--- src/hdl/rsakg_pkg.sv ---
// Shared types and constants of the small RSA key generator.
`timescale 1ns / 1ps

package rsakg_pkg;

    localparam int WordW  = 32;
    localparam int HalfW  = 16;
    localparam int AccW   = 34;
    localparam int StatW  = 2;
    localparam int TrialW = 9;
    localparam int CandW  = 17;

    typedef enum logic [4:0] {
        OP_NONE,
        OP_LOAD,
        OP_NEXT_Q,
        OP_DIV_PT,
        OP_INC_I,
        OP_MUL,
        OP_SEL_E,
        OP_ES_INIT,
        OP_G_INIT,
        OP_DIV_G,
        OP_G_STEP,
        OP_INC_C,
        OP_E_FOUND,
        OP_INV_INIT,
        OP_R1_SET,
        OP_DIV_EG,
        OP_EG_STEP,
        OP_FIN1,
        OP_FIN2,
        OP_EMIT
    } t_dp_op;

    typedef enum logic [StatW-1:0] {
        ST_OK        = 2'd0,
        ST_NOT_PRIME = 2'd1,
        ST_NO_INV    = 2'd2
    } t_status;

    typedef struct packed {
        t_dp_op  op;
        t_status status;
    } t_dp_cmd;

    typedef struct packed {
        logic x_lt2;
        logic ii_gt_x;
        logic div_done;
        logic rem_zero;
        logic c_ok;
        logic b_zero;
        logic a_one;
        logic cfg_zero;
        logic phi_lt2;
        logic r1_zero;
        logic r0_one;
        logic out_busy;
    } t_dp_flags;

endpackage

--- src/hdl/rsakg_in_if.sv ---
// Input channel carrying the two candidate primes.
`timescale 1ns / 1ps

interface rsakg_in_if;
    logic        valid;
    logic        ready;
    logic [15:0] first_prime;
    logic [15:0] second_prime;

    modport source (output valid, output first_prime, output second_prime, input ready);
    modport sink   (input valid, input first_prime, input second_prime, output ready);
endinterface

--- src/hdl/rsakg_out_if.sv ---
// Output channel carrying one generated key set.
`timescale 1ns / 1ps

interface rsakg_out_if;
    logic        valid;
    logic        ready;
    logic [1:0]  status;
    logic [31:0] modulus;
    logic [31:0] totient;
    logic [15:0] exponent_used;
    logic [31:0] private_exponent;

    modport source (output valid, output status, output modulus, output totient,
                    output exponent_used, output private_exponent, input ready);
    modport sink   (input valid, input status, input modulus, input totient,
                    input exponent_used, input private_exponent, output ready);
endinterface

--- src/hdl/rsakg_div.sv ---
// Bit-serial restoring divider with a multiply-accumulate of the quotient.
`timescale 1ns / 1ps

module rsakg_div (
    input  logic                             i_clk,
    input  logic                             i_rst_n,
    input  logic                             i_start,
    input  logic [rsakg_pkg::WordW-1:0]      i_dividend,
    input  logic [rsakg_pkg::WordW-1:0]      i_divisor,
    input  logic signed [rsakg_pkg::AccW-1:0] i_mul,
    output logic                             o_done,
    output logic [rsakg_pkg::WordW-1:0]      o_rem,
    output logic signed [rsakg_pkg::AccW-1:0] o_acc
);

    logic                              r_busy;
    logic                              r_done;
    logic [4:0]                        r_cnt;
    logic [rsakg_pkg::WordW-1:0]       r_rem;
    logic [rsakg_pkg::WordW-1:0]       r_quo;
    logic [rsakg_pkg::WordW-1:0]       r_div;
    logic signed [rsakg_pkg::AccW-1:0] r_mul;
    logic signed [rsakg_pkg::AccW-1:0] r_acc;

    logic [rsakg_pkg::WordW:0]         w_trial;
    logic                              w_ge;
    logic [rsakg_pkg::WordW:0]         w_rem_nx;
    logic signed [rsakg_pkg::AccW-1:0] w_acc_nx;

    always_comb begin
        w_trial  = {r_rem, r_quo[rsakg_pkg::WordW-1]};
        w_ge     = (w_trial >= {1'b0, r_div});
        w_rem_nx = w_ge ? (w_trial - {1'b0, r_div}) : w_trial;
        // quotient bits arrive MSB first, so doubling the sum builds q * mul
        w_acc_nx = (r_acc <<< 1) + (w_ge ? r_mul : '0);
    end

    always_ff @(posedge i_clk) begin
        if (!i_rst_n) begin
            r_busy <= 1'b0;
            r_done <= 1'b0;
            r_cnt  <= '0;
        end else begin
            r_done <= 1'b0;
            if (i_start) begin
                r_busy <= 1'b1;
                r_cnt  <= '0;
            end else if (r_busy) begin
                r_cnt <= r_cnt + 5'd1;
                if (r_cnt == 5'd31) begin
                    r_busy <= 1'b0;
                    r_done <= 1'b1;
                end
            end
        end
    end

    always_ff @(posedge i_clk) begin
        if (i_start) begin
            r_rem <= '0;
            r_quo <= i_dividend;
            r_div <= i_divisor;
            r_mul <= i_mul;
            r_acc <= '0;
        end else if (r_busy) begin
            r_rem <= w_rem_nx[rsakg_pkg::WordW-1:0];
            r_quo <= {r_quo[rsakg_pkg::WordW-2:0], 1'b0};
            r_acc <= w_acc_nx;
        end
    end

    assign o_done = r_done;
    assign o_rem  = r_rem;
    assign o_acc  = r_acc;

endmodule

--- src/hdl/rsakg_dp.sv ---
// Datapath: operand registers, shared divider and the result register.
`timescale 1ns / 1ps

module rsakg_dp (
    input  logic                          i_clk,
    input  logic                          i_rst_n,
    input  rsakg_pkg::t_dp_cmd            i_cmd,
    output rsakg_pkg::t_dp_flags          o_flags,
    input  logic [rsakg_pkg::HalfW-1:0]   i_first_prime,
    input  logic [rsakg_pkg::HalfW-1:0]   i_second_prime,
    input  logic [rsakg_pkg::HalfW-1:0]   i_cfg_exp,
    input  logic                          i_out_ready,
    output logic                          o_out_valid,
    output logic [rsakg_pkg::StatW-1:0]   o_status,
    output logic [rsakg_pkg::WordW-1:0]   o_modulus,
    output logic [rsakg_pkg::WordW-1:0]   o_totient,
    output logic [rsakg_pkg::HalfW-1:0]   o_exponent_used,
    output logic [rsakg_pkg::WordW-1:0]   o_private_exponent
);

    logic [rsakg_pkg::HalfW-1:0]       r_p, r_q, r_x, r_e;
    logic [rsakg_pkg::TrialW-1:0]      r_i;
    logic [rsakg_pkg::CandW-1:0]       r_c;
    logic [rsakg_pkg::WordW-1:0]       r_n, r_phi, r_a, r_b, r_r0, r_r1, r_d;
    logic signed [rsakg_pkg::AccW-1:0] r_t0, r_t1;

    logic                              r_ovalid;
    logic [rsakg_pkg::StatW-1:0]       r_ostat;
    logic [rsakg_pkg::WordW-1:0]       r_on, r_ophi, r_od;
    logic [rsakg_pkg::HalfW-1:0]       r_oe;

    logic                              w_start;
    logic [rsakg_pkg::WordW-1:0]       w_dvd, w_dvs, w_rem;
    logic signed [rsakg_pkg::AccW-1:0] w_mul, w_acc, w_fix;
    logic [2*rsakg_pkg::TrialW-1:0]    w_ii;
    logic                              w_done;

    rsakg_div u_div (
        .i_clk      (i_clk),
        .i_rst_n    (i_rst_n),
        .i_start    (w_start),
        .i_dividend (w_dvd),
        .i_divisor  (w_dvs),
        .i_mul      (w_mul),
        .o_done     (w_done),
        .o_rem      (w_rem),
        .o_acc      (w_acc)
    );

    always_comb begin
        w_start = 1'b0;
        w_dvd   = r_a;
        w_dvs   = r_b;
        w_mul   = '0;
        case (i_cmd.op)
            rsakg_pkg::OP_DIV_PT: begin
                w_start = 1'b1;
                w_dvd   = {16'd0, r_x};
                w_dvs   = {23'd0, r_i};
            end
            rsakg_pkg::OP_DIV_G: begin
                w_start = 1'b1;
            end
            rsakg_pkg::OP_INV_INIT: begin
                w_start = 1'b1;
                w_dvd   = {16'd0, r_e};
                w_dvs   = r_phi;
            end
            rsakg_pkg::OP_DIV_EG: begin
                w_start = 1'b1;
                w_dvd   = r_r0;
                w_dvs   = r_r1;
                w_mul   = r_t1;
            end
            default: ;
        endcase
    end

    assign w_ii  = r_i * r_i;
    assign w_fix = r_t0 + $signed({2'b00, r_phi});

    always_comb begin
        o_flags.x_lt2    = (r_x < 16'd2);
        o_flags.ii_gt_x  = (w_ii > {2'b00, r_x});
        o_flags.div_done = w_done;
        o_flags.rem_zero = (w_rem == '0);
        o_flags.c_ok     = !r_c[rsakg_pkg::CandW-1] && ({15'd0, r_c} < r_phi);
        o_flags.b_zero   = (r_b == '0);
        o_flags.a_one    = (r_a == 32'd1);
        o_flags.cfg_zero = (i_cfg_exp == '0);
        o_flags.phi_lt2  = (r_phi < 32'd2);
        o_flags.r1_zero  = (r_r1 == '0);
        o_flags.r0_one   = (r_r0 == 32'd1);
        o_flags.out_busy = r_ovalid && !i_out_ready;
    end

    always_ff @(posedge i_clk) begin
        case (i_cmd.op)
            rsakg_pkg::OP_LOAD: begin
                r_p <= i_first_prime;
                r_q <= i_second_prime;
                r_x <= i_first_prime;
                r_i <= 9'd2;
            end
            rsakg_pkg::OP_NEXT_Q: begin
                r_x <= r_q;
                r_i <= 9'd2;
            end
            rsakg_pkg::OP_INC_I:   r_i <= r_i + 9'd1;
            rsakg_pkg::OP_MUL: begin
                r_n   <= r_p * r_q;
                r_phi <= (r_p - 16'd1) * (r_q - 16'd1);
            end
            rsakg_pkg::OP_SEL_E:   r_e <= i_cfg_exp;
            rsakg_pkg::OP_ES_INIT: begin
                r_c <= 17'd2;
                r_e <= '0;
            end
            rsakg_pkg::OP_G_INIT: begin
                r_a <= {15'd0, r_c};
                r_b <= r_phi;
            end
            rsakg_pkg::OP_G_STEP: begin
                r_a <= r_b;
                r_b <= w_rem;
            end
            rsakg_pkg::OP_INC_C:   r_c <= r_c + 17'd1;
            rsakg_pkg::OP_E_FOUND: r_e <= r_c[rsakg_pkg::HalfW-1:0];
            rsakg_pkg::OP_INV_INIT: begin
                r_r0 <= r_phi;
                r_t0 <= '0;
                r_t1 <= 34'sd1;
            end
            rsakg_pkg::OP_R1_SET:  r_r1 <= w_rem;
            rsakg_pkg::OP_EG_STEP: begin
                r_r0 <= r_r1;
                r_r1 <= w_rem;
                r_t0 <= r_t1;
                r_t1 <= r_t0 - w_acc;
            end
            rsakg_pkg::OP_FIN1:
                r_d <= r_t0[rsakg_pkg::AccW-1] ? w_fix[rsakg_pkg::WordW-1:0]
                                               : r_t0[rsakg_pkg::WordW-1:0];
            rsakg_pkg::OP_FIN2:
                if (r_d < 32'd2) begin
                    r_d <= r_d + r_phi;
                end
            default: ;
        endcase
    end

    always_ff @(posedge i_clk) begin
        if (!i_rst_n) begin
            r_ovalid <= 1'b0;
        end else if (i_cmd.op == rsakg_pkg::OP_EMIT) begin
            r_ovalid <= 1'b1;
        end else if (i_out_ready) begin
            r_ovalid <= 1'b0;
        end
    end

    always_ff @(posedge i_clk) begin
        if (i_cmd.op == rsakg_pkg::OP_EMIT) begin
            r_ostat <= i_cmd.status;
            if (i_cmd.status == rsakg_pkg::ST_NOT_PRIME) begin
                r_on   <= '0;
                r_ophi <= '0;
                r_oe   <= '0;
            end else begin
                r_on   <= r_n;
                r_ophi <= r_phi;
                r_oe   <= r_e;
            end
            r_od <= (i_cmd.status == rsakg_pkg::ST_OK) ? r_d : '0;
        end
    end

    assign o_out_valid        = r_ovalid;
    assign o_status           = r_ostat;
    assign o_modulus          = r_on;
    assign o_totient          = r_ophi;
    assign o_exponent_used    = r_oe;
    assign o_private_exponent = r_od;

endmodule

--- src/hdl/rsakg_ctrl.sv ---
// Controller: sequences primality test, exponent search and inverse.
`timescale 1ns / 1ps

module rsakg_ctrl (
    input  logic                 i_clk,
    input  logic                 i_rst_n,
    input  logic                 i_in_valid,
    output logic                 o_in_ready,
    input  rsakg_pkg::t_dp_flags i_flags,
    output rsakg_pkg::t_dp_cmd   o_cmd
);

    typedef enum logic [3:0] {
        S_IDLE, S_PT_CHK, S_PT_DIV, S_MUL, S_CFG_E, S_ES_CHK, S_G_CHK, S_G_DIV,
        S_INV_CHK, S_INV_MOD, S_EG_CHK, S_EG_DIV, S_FIN1, S_FIN2, S_EMIT
    } t_state;

    t_state             r_state, n_state;
    logic               r_on_q, n_on_q;
    rsakg_pkg::t_status r_status, n_status;
    rsakg_pkg::t_dp_op  w_op;

    always_comb begin
        n_state  = r_state;
        n_on_q   = r_on_q;
        n_status = r_status;
        w_op     = rsakg_pkg::OP_NONE;
        unique case (r_state)
            S_IDLE:
                if (i_in_valid) begin
                    w_op    = rsakg_pkg::OP_LOAD;
                    n_on_q  = 1'b0;
                    n_state = S_PT_CHK;
                end
            S_PT_CHK:
                if (i_flags.x_lt2) begin
                    n_status = rsakg_pkg::ST_NOT_PRIME;
                    n_state  = S_EMIT;
                end else if (i_flags.ii_gt_x) begin
                    if (!r_on_q) begin
                        w_op   = rsakg_pkg::OP_NEXT_Q;
                        n_on_q = 1'b1;
                    end else begin
                        n_state = S_MUL;
                    end
                end else begin
                    w_op    = rsakg_pkg::OP_DIV_PT;
                    n_state = S_PT_DIV;
                end
            S_PT_DIV:
                if (i_flags.div_done) begin
                    if (i_flags.rem_zero) begin
                        n_status = rsakg_pkg::ST_NOT_PRIME;
                        n_state  = S_EMIT;
                    end else begin
                        w_op    = rsakg_pkg::OP_INC_I;
                        n_state = S_PT_CHK;
                    end
                end
            S_MUL: begin
                w_op    = rsakg_pkg::OP_MUL;
                n_state = S_CFG_E;
            end
            S_CFG_E:
                if (i_flags.cfg_zero) begin
                    w_op    = rsakg_pkg::OP_ES_INIT;
                    n_state = S_ES_CHK;
                end else begin
                    w_op    = rsakg_pkg::OP_SEL_E;
                    n_state = S_INV_CHK;
                end
            S_ES_CHK:
                if (i_flags.c_ok) begin
                    w_op    = rsakg_pkg::OP_G_INIT;
                    n_state = S_G_CHK;
                end else begin
                    n_status = rsakg_pkg::ST_NO_INV;
                    n_state  = S_EMIT;
                end
            S_G_CHK:
                if (i_flags.b_zero) begin
                    if (i_flags.a_one) begin
                        w_op    = rsakg_pkg::OP_E_FOUND;
                        n_state = S_INV_CHK;
                    end else begin
                        w_op    = rsakg_pkg::OP_INC_C;
                        n_state = S_ES_CHK;
                    end
                end else begin
                    w_op    = rsakg_pkg::OP_DIV_G;
                    n_state = S_G_DIV;
                end
            S_G_DIV:
                if (i_flags.div_done) begin
                    w_op    = rsakg_pkg::OP_G_STEP;
                    n_state = S_G_CHK;
                end
            S_INV_CHK:
                if (i_flags.phi_lt2) begin
                    n_status = rsakg_pkg::ST_NO_INV;
                    n_state  = S_EMIT;
                end else begin
                    w_op    = rsakg_pkg::OP_INV_INIT;
                    n_state = S_INV_MOD;
                end
            S_INV_MOD:
                if (i_flags.div_done) begin
                    w_op    = rsakg_pkg::OP_R1_SET;
                    n_state = S_EG_CHK;
                end
            S_EG_CHK:
                if (i_flags.r1_zero) begin
                    if (i_flags.r0_one) begin
                        n_state = S_FIN1;
                    end else begin
                        n_status = rsakg_pkg::ST_NO_INV;
                        n_state  = S_EMIT;
                    end
                end else begin
                    w_op    = rsakg_pkg::OP_DIV_EG;
                    n_state = S_EG_DIV;
                end
            S_EG_DIV:
                if (i_flags.div_done) begin
                    w_op    = rsakg_pkg::OP_EG_STEP;
                    n_state = S_EG_CHK;
                end
            S_FIN1: begin
                w_op    = rsakg_pkg::OP_FIN1;
                n_state = S_FIN2;
            end
            S_FIN2: begin
                w_op     = rsakg_pkg::OP_FIN2;
                n_status = rsakg_pkg::ST_OK;
                n_state  = S_EMIT;
            end
            S_EMIT:
                if (!i_flags.out_busy) begin
                    w_op    = rsakg_pkg::OP_EMIT;
                    n_state = S_IDLE;
                end
            default: n_state = S_IDLE;
        endcase
    end

    always_ff @(posedge i_clk) begin
        if (!i_rst_n) begin
            r_state  <= S_IDLE;
            r_on_q   <= 1'b0;
            r_status <= rsakg_pkg::ST_OK;
        end else begin
            r_state  <= n_state;
            r_on_q   <= n_on_q;
            r_status <= n_status;
        end
    end

    assign o_in_ready   = (r_state == S_IDLE);
    assign o_cmd.op     = w_op;
    assign o_cmd.status = r_status;

endmodule

--- src/hdl/small_rsa_key_generator_unit.sv ---
// Top level of the small RSA key generator: APB register, controller, datapath.
`timescale 1ns / 1ps

// One transaction at a time; each trial division (up to 2 x 254) and each Euclid
// step (exponent search and extended Euclid) runs on the single 32-step
// bit-serial divider. A new input is not taken until the result sits in the
// output register. Reset (synchronous, active low): controller idle, output
// empty, public_exponent back to 11.

module small_rsa_key_generator_unit (
    input  logic        i_clk,
    input  logic        i_rst_n,
    rsakg_in_if.sink    i_key_in,
    rsakg_out_if.source o_key_out,
    input  logic        psel,
    input  logic        penable,
    input  logic        pwrite,
    input  logic [1:0]  paddr,
    input  logic [31:0] pwdata,
    output logic [31:0] prdata,
    output logic        pready
);

    localparam logic [1:0] RegPubExp = 2'd0;

    // Public exponent register; zero selects the coprime search.
    logic [rsakg_pkg::HalfW-1:0] r_pub_exp;

    rsakg_pkg::t_dp_cmd   w_cmd;
    rsakg_pkg::t_dp_flags w_flags;

    // Write on the access phase; other addresses drop the write.
    always_ff @(posedge i_clk) begin
        if (!i_rst_n) begin
            r_pub_exp <= 16'd11;
        end else if (psel && penable && pwrite && (paddr == RegPubExp)) begin
            r_pub_exp <= pwdata[rsakg_pkg::HalfW-1:0];
        end
    end

    assign pready = 1'b1;
    assign prdata = (paddr == RegPubExp) ? {16'd0, r_pub_exp} : '0;

    // Controller: hold input ready only while idle, advance on divider status.
    rsakg_ctrl u_ctrl (
        .i_clk      (i_clk),
        .i_rst_n    (i_rst_n),
        .i_in_valid (i_key_in.valid),
        .o_in_ready (i_key_in.ready),
        .i_flags    (w_flags),
        .o_cmd      (w_cmd)
    );

    // Datapath: operands, shared divider, and the output register that holds
    // a finished transaction until the sink takes it.
    rsakg_dp u_dp (
        .i_clk              (i_clk),
        .i_rst_n            (i_rst_n),
        .i_cmd              (w_cmd),
        .o_flags            (w_flags),
        .i_first_prime      (i_key_in.first_prime),
        .i_second_prime     (i_key_in.second_prime),
        .i_cfg_exp          (r_pub_exp),
        .i_out_ready        (o_key_out.ready),
        .o_out_valid        (o_key_out.valid),
        .o_status           (o_key_out.status),
        .o_modulus          (o_key_out.modulus),
        .o_totient          (o_key_out.totient),
        .o_exponent_used    (o_key_out.exponent_used),
        .o_private_exponent (o_key_out.private_exponent)
    );

endmodule
--- src/flat_wrapper.sv ---
// flat-port wrapper written by rule: the top's interface ports become plain ports
module small_rsa_key_generator_unit_flat 
  (i_clk, i_rst_n, psel, penable, pwrite, paddr, pwdata, prdata, pready, i_key_in_valid, i_key_in_first_prime, i_key_in_second_prime, i_key_in_ready, o_key_out_valid, o_key_out_status, o_key_out_modulus, o_key_out_totient, o_key_out_exponent_used, o_key_out_private_exponent, o_key_out_ready);
  rsakg_in_if i_key_in_i ();
  rsakg_out_if o_key_out_i ();
  input  logic i_clk;
  input  logic i_rst_n;
  input  logic psel;
  input  logic penable;
  input  logic pwrite;
  input  logic [1:0] paddr;
  input  logic [31:0] pwdata;
  output logic [31:0] prdata;
  output logic pready;
  input wire logic [$bits(i_key_in_i.valid)-1:0] i_key_in_valid;
  input wire logic [$bits(i_key_in_i.first_prime)-1:0] i_key_in_first_prime;
  input wire logic [$bits(i_key_in_i.second_prime)-1:0] i_key_in_second_prime;
  output wire logic [$bits(i_key_in_i.ready)-1:0] i_key_in_ready;
  output wire logic [$bits(o_key_out_i.valid)-1:0] o_key_out_valid;
  output wire logic [$bits(o_key_out_i.status)-1:0] o_key_out_status;
  output wire logic [$bits(o_key_out_i.modulus)-1:0] o_key_out_modulus;
  output wire logic [$bits(o_key_out_i.totient)-1:0] o_key_out_totient;
  output wire logic [$bits(o_key_out_i.exponent_used)-1:0] o_key_out_exponent_used;
  output wire logic [$bits(o_key_out_i.private_exponent)-1:0] o_key_out_private_exponent;
  input wire logic [$bits(o_key_out_i.ready)-1:0] o_key_out_ready;
  assign i_key_in_i.valid = i_key_in_valid;
  assign i_key_in_i.first_prime = i_key_in_first_prime;
  assign i_key_in_i.second_prime = i_key_in_second_prime;
  assign i_key_in_ready = i_key_in_i.ready;
  assign o_key_out_valid = o_key_out_i.valid;
  assign o_key_out_status = o_key_out_i.status;
  assign o_key_out_modulus = o_key_out_i.modulus;
  assign o_key_out_totient = o_key_out_i.totient;
  assign o_key_out_exponent_used = o_key_out_i.exponent_used;
  assign o_key_out_private_exponent = o_key_out_i.private_exponent;
  assign o_key_out_i.ready = o_key_out_ready;
  small_rsa_key_generator_unit u_core (.i_clk(i_clk), .i_rst_n(i_rst_n), .i_key_in(i_key_in_i), .o_key_out(o_key_out_i), .psel(psel), .penable(penable), .pwrite(pwrite), .paddr(paddr), .pwdata(pwdata), .prdata(prdata), .pready(pready));
endmodule
--- config.mk ---
export PLATFORM = sky130hd
export DESIGN_NAME = small_rsa_key_generator_unit_flat
export DESIGN_NICKNAME = d
export VERILOG_FILES = /design/src/hdl/rsakg_pkg.sv /design/src/hdl/rsakg_in_if.sv /design/src/hdl/rsakg_out_if.sv /design/src/hdl/rsakg_div.sv /design/src/hdl/rsakg_dp.sv /design/src/hdl/rsakg_ctrl.sv /design/src/hdl/small_rsa_key_generator_unit.sv /design/src/flat_wrapper.sv
export SDC_FILE = /design/constraint.sdc
export NUM_CORES = 2
export LEC_CHECK = 0
export BUFFER_PORTS_ARGS = -buffer_cell sky130_fd_sc_hd__clkbuf_2
export CORE_MARGIN = 3
export CORE_UTILIZATION = 58
export DETAILED_ROUTE_END_ITERATION = 16
export PLACE_DENSITY_LB_ADDON = 0.3
export SYNTH_ARGS = -nofsm -noshare
export SYNTH_HDL_FRONTEND = slang
export SYNTH_SLANG_ARGS = --single-unit
--- constraint.sdc ---
create_clock -name i_clk -period 12.7 [get_ports i_clk]
set_input_delay 2.54 -clock i_clk [delete_from_list [all_inputs] [get_ports i_clk]]
set_output_delay 2.54 -clock i_clk [all_outputs]
set_load 0.03 [all_outputs]
==> flow_summary.toml <==
[status]
status = "finished clean"

[clocking]
clkTransAtPathRegs_ps = 60
cts_setup_buffers = 0
clock_path_buffers = 3
cts_hold_buffers = 0
tritoncts = "built"
cts_buffers = 79
cts_max_level = 3
numClockSinks = 691
clock_latency_ps = 650
cts_resized = 0
cts_root_buf = "clkbuf_16"

[placement]
gp_congestion = 0.927
post-dp-hpwl_um = 117000
io_buffers = 188

[drt]
dr.pass1.iters = 8
vias = 44500
wl_met3_um = 16500
antenna_left = 0
route.top_layer_used = "met4"
met2_length_um = 72400
drt-met1-wl_um = 63300
wl_per_cell_um = 21.5
initialDrtViolationCount = 4461
drc_errors = 0
drt-total-wl_um = 158000
avgViaCountPerCell = 6.04

[global_routing]
grt-ovfl-total = 0
track_usage = 0.309
first_global_vias = 44700
grt_pass1_wl_um = 249000
antenna_found_initial = 3
grt_max_degree = 81

[timing]
hold_ws_ps = 500
rsz0062_at_grt = "no"
tightest_slew_ps = 1230
finalMaxSlewViolations = 0
setup_violations = 0
clock-skew-final_ps = 28.9
min_period_ps = 9620
fmax_ghz = 0.104
setup_tns_ps = 0
period_share = 0.758
hold_violations = 0
slew_headroom = 0.176

[floorplanning]
io-pin-count = 222
die-area_um2 = 104000
die_y_um = 322
core_area_um2 = 98900
start_util = 0.587
rows = 115
die_w_um = 322

[synth]
async_reset_ff_frac = 0
syn_avg_cell_area_um2 = 9.85
ys.flop_type = "edfxtp_1"
synth_edf_count = 594
yosys_warnings = 0
syn_inst = 5892
syn_area_um2 = 58000
ys_types = 91
synth-seq-cells = 691
synth.yosys.seq_area_share = 0.341

[min_path]
hold_path_class = "register to register"
hold_path.startpoint = "u_core.u_dp.u_div.r_cnt[4]$_SDFFE_PP0P_"

[critical_path]
critPathCaptureType = "register"
cp_common_cell = "fa_1"
r2r-start = "u_core.u_dp.r_p[1]$_DFFE_PP_"
cpMaxStageDelayCell = "edfxtp_1"
endpoint = "u_core.u_dp.r_phi[31]$_DFFE_PN_"
critPathRequiredTime_ps = 13080
worst_path_largest_cell_delay_ps = 660
startpoint_type = "register"
reg2regPathDepth = 28
crit_type = "register to register"
startpoint = "u_core.u_dp.r_p[1]$_DFFE_PP_"
worst-r2r-setup-slack_ps = 3080
crit_arrival_ps = 10000
worstPathMaxFanout = 16
r2r_end = "u_core.u_dp.r_phi[31]$_DFFE_PN_"

[job]
drv_cap = 0

[finish]
synthToLayoutAreaGrowth_pct = 8.47
drive_above_1_share = 0.0798
final_util = 0.637
final_net_count = 7020
n_antenna_cell = 0
## synthesized netlist by cell type, types with 9 or more instances
master	count	area share
xor2_1	101	0.015
and3_1	70	0.0075
fa_1	516	0.18
a21oi_1	308	0.027
nor2_1	395	0.026
o31ai_1	14	0.0018
nor4_1	62	0.0067
edfxtp_1	594	0.31
buf_4	17	0.0022
nor2b_1	46	0.0050
a211oi_1	44	0.0057
o21a_1	36	0.0047
xnor2_1	189	0.029
inv_1	732	0.047
nor3_1	45	0.0039
buf_1	20	0.0013
clkbuf_1	206	0.013
ha_1	417	0.090
a22oi_1	31	0.0040
nand4_1	35	0.0038
or3_1	17	0.0018
o211ai_1	39	0.0050
a222oi_1	23	0.0040
nand2_1	740	0.048
nand2b_1	59	0.0064
and2_1	320	0.035
mux2i_1	76	0.013
a31oi_1	22	0.0024
mux2_2	37	0.0072
or2_2	9	0.00097
o21ai_0	203	0.018
o21bai_1	17	0.0022
a21o_1	85	0.011
dfxtp_1	97	0.033
a21boi_0	13	0.0017
nand3_1	92	0.0079
## metrics by stage
| stage | setup slack (ps) | area, um2 | std cells |
|---|---|---|---|
| 2_1_floorplan | 2040 | 58100 | 5907 |
| 3_3_place_gp | 3440 | 60400 | 7220 |
| 3_5_place_dp | 3240 | 60400 | 7220 |
| 4_1_cts | 3190 | 62900 | 7365 |
| 5_1_grt | 2540 | 62900 | 7365 |
| 6_report | 3080 | 62900 | 7365 |
## registers in the layout, indices dropped and copies added (netlist names), 17 cells and up
register and flops:
u_core.u_dp.u_div.o_acc 34, u_core.u_dp.u_div.o_rem 32, u_core.u_dp.r_d 32, u_core.u_dp.u_div.r_mul 34
u_core.u_dp.r_phi 32, u_core.u_dp.r_n 32, u_core.u_dp.r_a 32, u_core.u_dp.r_c 17
u_core.u_dp.r_b 32, u_core.u_dp.u_div.r_div 32, u_core.u_dp.r_t0 34, u_core.u_dp.o_modulus 32
u_core.u_dp.r_r0 32, u_core.u_dp.r_t1 34, u_core.u_dp.u_div.r_quo 32, u_core.u_dp.o_totient 32
u_core.u_dp.o_private_exponent 32, u_core.u_dp.r_r1 32
## how the worst min path moves through the flow
stage	end	slack [ps]	depth (start not counted)
after global placement	u_core.u_dp.u_div.r_cnt[4]$_SDFFE_PP0P_	480	2
after global routing	u_core.r_pub_exp[5]$_SDFFE_PN0P_	530	2
after detailed placement	u_core.u_dp.u_div.r_cnt[4]$_SDFFE_PP0P_	490	2
after CTS	u_core.u_dp.o_modulus[17]$_SDFFCE_PN0P_	500	1
after floorplan	u_core.u_dp.o_status[0]$_DFFE_PP_	430	0
final	u_core.u_dp.u_div.r_cnt[4]$_SDFFE_PP0P_	500	2
## critical path: cells and delay by family (launching register included)
kind            cells  cell delay (ps)
fa+ha+maj           8             3640
simple gates        8             2430
compound gates      7             1880
flops               1              660
buf+inv             4              600
xor+xnor            1              140
## cell type report
| cell class | instances | area (um2) |
|---|---|---|
| inverters | 739 | 2780 |
| fillers | 7738 | 35900 |
| flip-flops and latches | 691 | 19800 |
| clock buffers | 97 | 2090 |
| repair buffers | 276 | 1600 |
| well taps | 1287 | 1610 |
| clock inverters | 48 | 468 |
| multi-input cells | 4227 | 34600 |
## routing by layer
layer / vias up / track usage
met4: 0 / 0.118
met5: - / 0
met2: 2072 / 0.487
met1: 22000 / 0.424
met3: 362 / 0.0636
li1: 20100 / -
## cell usage in the layout (no fill, tap or decap), types with 37 or more instances in the layout
master / Yosys / final
nand2_1: 740 / 737
a211oi_1: 44 / 44
mux2i_1: 76 / 76
and3_1: 70 / 69
nand2b_1: 59 / 58
and2_1: 320 / 320
a21oi_1: 308 / 306
xor2_1: 101 / 101
a21o_1: 85 / 85
nor3_1: 45 / 44
mux2_2: 37 / 37
dfxtp_1: 97 / 96
ha_1: 417 / 417
edfxtp_1: 594 / 594
nand3_1: 92 / 92
nor2b_1: 46 / 45
clkbuf_16: 0 / 80
xnor2_1: 189 / 186
buf_4: 17 / 88
fa_1: 516 / 516
o21ai_0: 203 / 203
clkbuf_2: 0 / 188
inv_1: 732 / 731
nor2_1: 395 / 392
nor4_1: 62 / 62
o211ai_1: 39 / 39
## cell families (layout without fill, tap and decap cells)
| logic type | count (synthesis) | count (layout) | synth area share |
|---|---|---|---|
| AND/OR/NAND/NOR | 1934 | 1934 | 0.159 |
| buffers and inverters | 989 | 1160 | 0.0654 |
| AO/OA/AOI/OAI | 939 | 939 | 0.102 |
| adder cells (fa/ha/maj) | 933 | 933 | 0.268 |
| flip-flops | 691 | 691 | 0.341 |
| XOR/XNOR | 291 | 291 | 0.0441 |
| multiplexers | 113 | 113 | 0.0203 |
| other | 2 | 17 | 0.000129 |
Power is not shown: default switching activity piles up to over one toggle a cycle in this logic, so the estimate is an artifact.
